==> src/rtl/chkc_ram.sv <==
// ----------------------------------------------------------------------------
// chkc_ram
// Generic simple dual-port RAM, one write port, one read port with registered
// read data held while the read enable is low.
// ----------------------------------------------------------------------------
module chkc_ram #(
  parameter int WIDTH = 32,
  parameter int DEPTH = 64
) (
  input  logic                                      clk,
  input  logic                                      we,
  input  logic [((DEPTH > 1) ? $clog2(DEPTH) : 1)-1:0] waddr,
  input  logic [WIDTH-1:0]                          wdata,
  input  logic                                      re,
  input  logic [((DEPTH > 1) ? $clog2(DEPTH) : 1)-1:0] raddr,
  output logic [WIDTH-1:0]                          rdata
);

  logic [WIDTH-1:0] mem_r [DEPTH];
  logic [WIDTH-1:0] rdata_r;

  always_ff @(posedge clk) begin
    if (we) begin
      mem_r[waddr] <= wdata;
    end
    if (re) begin
      rdata_r <= mem_r[raddr];
    end
  end

  assign rdata = rdata_r;

endmodule

==> config.mk <==
export PLATFORM = sky130hd
export DESIGN_NAME = chkc_ram
export DESIGN_NICKNAME = d
export VERILOG_FILES = /design/src/rtl/chkc_ram.sv
export SDC_FILE = /design/constraint.sdc
export NUM_CORES = 2
export LEC_CHECK = 0
export BUFFER_PORTS_ARGS = -buffer_cell sky130_fd_sc_hd__buf_2
export CORE_MARGIN = 5
export CORE_UTILIZATION = 50
export DETAILED_ROUTE_END_ITERATION = 6
export PLACE_DENSITY_LB_ADDON = 0.08
export SYNTH_ARGS = -nofsm -noshare
export SYNTH_HDL_FRONTEND = slang
export SYNTH_SLANG_ARGS = --single-unit
==> constraint.sdc <==
create_clock -name clk -period 6.5 [get_ports clk]
set_input_delay 0.325 -clock clk [delete_from_list [all_inputs] [get_ports clk]]
set_output_delay 0.325 -clock clk [all_outputs]
set_load 0.005 [all_outputs]
==> results.md <==
* Tot GR Track Use at 0.2550
* Final Max Slew Viols at 0
* FF-to-FF path depth at 4
* Die area at 165700 um^2
* Critical path class: input pin to flip-flop
* Ys flop type: edfxtp_1
* Crit path time final at between 3 and 4 ns
* Sw frac at 0.2099
* Multi-input gate area in the final layout at around 16000 um^2
* Area grow syn2layout at 12.88%
* First-pass GRT wire length at 291100 um
* Crit start category: input pin
* CTS buffer count at 207
* Post-synth top area cell: edfxtp_1
* Worst hold path depth at 2
* Clock Tree Buf Depth at 3
* Final worst path period share at 0.5268
* DR pass1 iterations at 5
* Postcts setup bufs at 0
* Combinational power share at 0.050
* Initial antenna violation count at 31
* Clock slew at reported path FFs at roughly 0.06 ns
* Clock Latency Late Sink at 0.80 ns
* Fin nets at 3605
* Min-delay src: wdata[28]
* Distinct cells, synth at 33
* Largest net degree at the start of global routing at 116
* Maxcap violations at 0
* RSZ-0062 raised after global routing: no
* Layout cells sized above 1 at 0.2963
* Top post-synthesis cells by area: edfxtp_1 79%, mux4_2 16%, mux2i_1 1.2%, o22ai_1 0.67%, nor2_1 0.65%
* CTS H-tree lvls at 4
* Setup TNS at 0 ns
* Hold path endpoint: mem_r[16][28]$_DFFE_PP_
* CTS Hold Bufs at 0
* TritonCTS clock tree: yes
* Final setup violation count at 0
* Clock Sinks at 2080
* RePlAce Congestion at 0.8463
* Clock root cell: clkbuf_16
* Max Clock Skew at between 0.015 and 0.02 ns
* PostCTS Resize Cnt at 0
* Synthesized cell area at slightly below 80000 um^2
* Worst hold path class: input pin to flip-flop
* Worst EP required at ~7.0 ns
* Leak at 27.60 nW
* Worst Path Max Fanout at 66
* Vias in the first global route at 37809
* FF+latch area at 62460 um^2
* Flops & latches, synth at 2080
* Peak supply drop at approximately 0.24 mV
* DRC violations left at 0
* Total power at roughly 0.028 W
* FFs w/ async S/R, synth at 0
* Synth Area per Inst at 23.72 um^2
* Internal power at 0.02196 W
* CORE AREA at 156600 um^2
* DR vias/cell at approximately 6.4
* Most frequent cells in the layout: 2080 x edfxtp_1, 544 x mux4_2, 211 x clkbuf_16
* Slew Limit Headroom at 0.08946
* CP arrival at 3.92 ns
* I/O Buffers at around 80
* DP Wirelength at 110400 um
* Total power per unit cell area at 312.3 nW/um^2
* R2R Path Start: mem_r[36][14]$_DFFE_PP_
* Most common cell after layout, fill and taps aside: edfxtp_1
* Ys Warns at 0
* Flop2flop setup slack at 3.65 ns
* Synth top area share at 0.7923
* Hold Vio Cnt, Final at 0
* # fillers at 11393
* 1st-iter DRT viols at 4727
* Post-DRT Antenna Nets at 0
* Clk network pwr share at 0.412
* Wire length per cell at roughly 36 um
* Status: finished, final reports clean
* Syn Nets at between 3000 and 4000
* Via count at 36997
* F_max at 292.1 MHz
* Remaining global-route overflow at 0
* # rows at 145
* Actual slew at the worst max-slew pin at about 1.4 ns
* Sequential Power Share at 0.538
* Num ports at 79
* Die span in x at 407.1 um
* Starting density of the core at 0.5035
* RR Endpoint: rdata[14]$_DFFE_PP_
* Seq/Total Area, Yosys at 0.7923
* Sw Pwr at between 0.005 and 0.006 W
* Syn Inst Count at ~3300
* CP endpoint kind: flip-flop
* Number of flops mapped to enable cells by yosys at 2080
* Routed wire length at 208300 um
* Die height at between 400 and 500 um
-- routing by layer --
metal,up-vias,GRT usage,wire [um]
met2,1664,0.4079,100400
met1,20217,0.3632,83200
met4,12,0.06748,5851
met3,302,0.05490,18780
met5,-,0,80
li1,14802,-,-
-- kinds of logic after synthesis --
group / share of synthesized area
mux: 0.1672
buf+inv: 0.01124
flops: 0.7923
simple gates: 0.01260
compound gates: 0.01666
-- how the worst max path moves through the flow --
| stage | start | endpoint | slack [ns] |
|---|---|---|---|
| 2_1_floorplan | waddr[3] | mem_r[48][0]$_DFFE_PP_ | 3.02 |
| 3_3_place_gp | raddr[1] | rdata[11]$_DFFE_PP_ | 2.27 |
| 3_5_place_dp | raddr[1] | rdata[11]$_DFFE_PP_ | 2.29 |
| 4_1_cts | raddr[1] | rdata[11]$_DFFE_PP_ | 3.15 |
| 5_1_grt | raddr[1] | rdata[14]$_DFFE_PP_ | 3.02 |
| 6_report | raddr[1] | rdata[11]$_DFFE_PP_ | 3.08 |
-- layout make-up --
type	count	area share
tap	2058	0.02894
sequential	2080	0.7019
timing repair buffer	207	0.01662
clock buffer	259	0.06136
multi-input combinational	1062	0.1795
antenna	15	0.0004218
clock inverter	118	0.01133
-- power by group through the flow --
stage	clock [W]	sequential, W	combinational, W
detailed placement	0	0.0152	0.00141
global route	0.0122	0.0149	0.00146
floorplan	0	0.0152	0.000723
finish	0.0115	0.0149	0.00139
global placement	0	0.0152	0.00138
CTS	0.0117	0.0149	0.00141
-- cells in the mapped netlist, drive strengths merged (4+ instances only) --
cell and number:
o22ai 84, nand3b 5, buf 108, o221ai 27, edfxtp 2080, nand2 26
or3b 5, clkbuf 74, a311oi 8, nor2b 15, a22oi 12, nor2 137
nand2b 8, o32ai 4, and3 4, mux4 544, nor3 7, a21oi 62
mux2i 93, nand3 5, a41o 4
-- state kept, by name, summed over array words and instances, names as in the netlist --
signal / flops
rdata: 32
mem_r: 2048
-- stage by stage --
stage	util	worst slack, ns	cell area [um^2]	std cells	hold WS (ns)
after detailed placement	0.5268	2.290	82480	5407	0.7231
final	0.5684	3.076	88990	5799	0.1958
after global placement	0.5268	2.272	82480	5407	0.7248
after floorplan	-	3.015	78840	3324	0.4239
after CTS	0.5681	3.145	88950	5784	0.1508
after global routing	0.5682	3.022	88960	5785	0.1932
-- critical path, stage by stage --
cell	delay [ns]
buf_8	0.54
buf_4	0.51
buf_4	0.54
mux4_2	0.40
mux4_2	0.56
o22ai_1	0.84
nor2_1	0.10
Note: power is estimated with default switching activity, not from simulation.
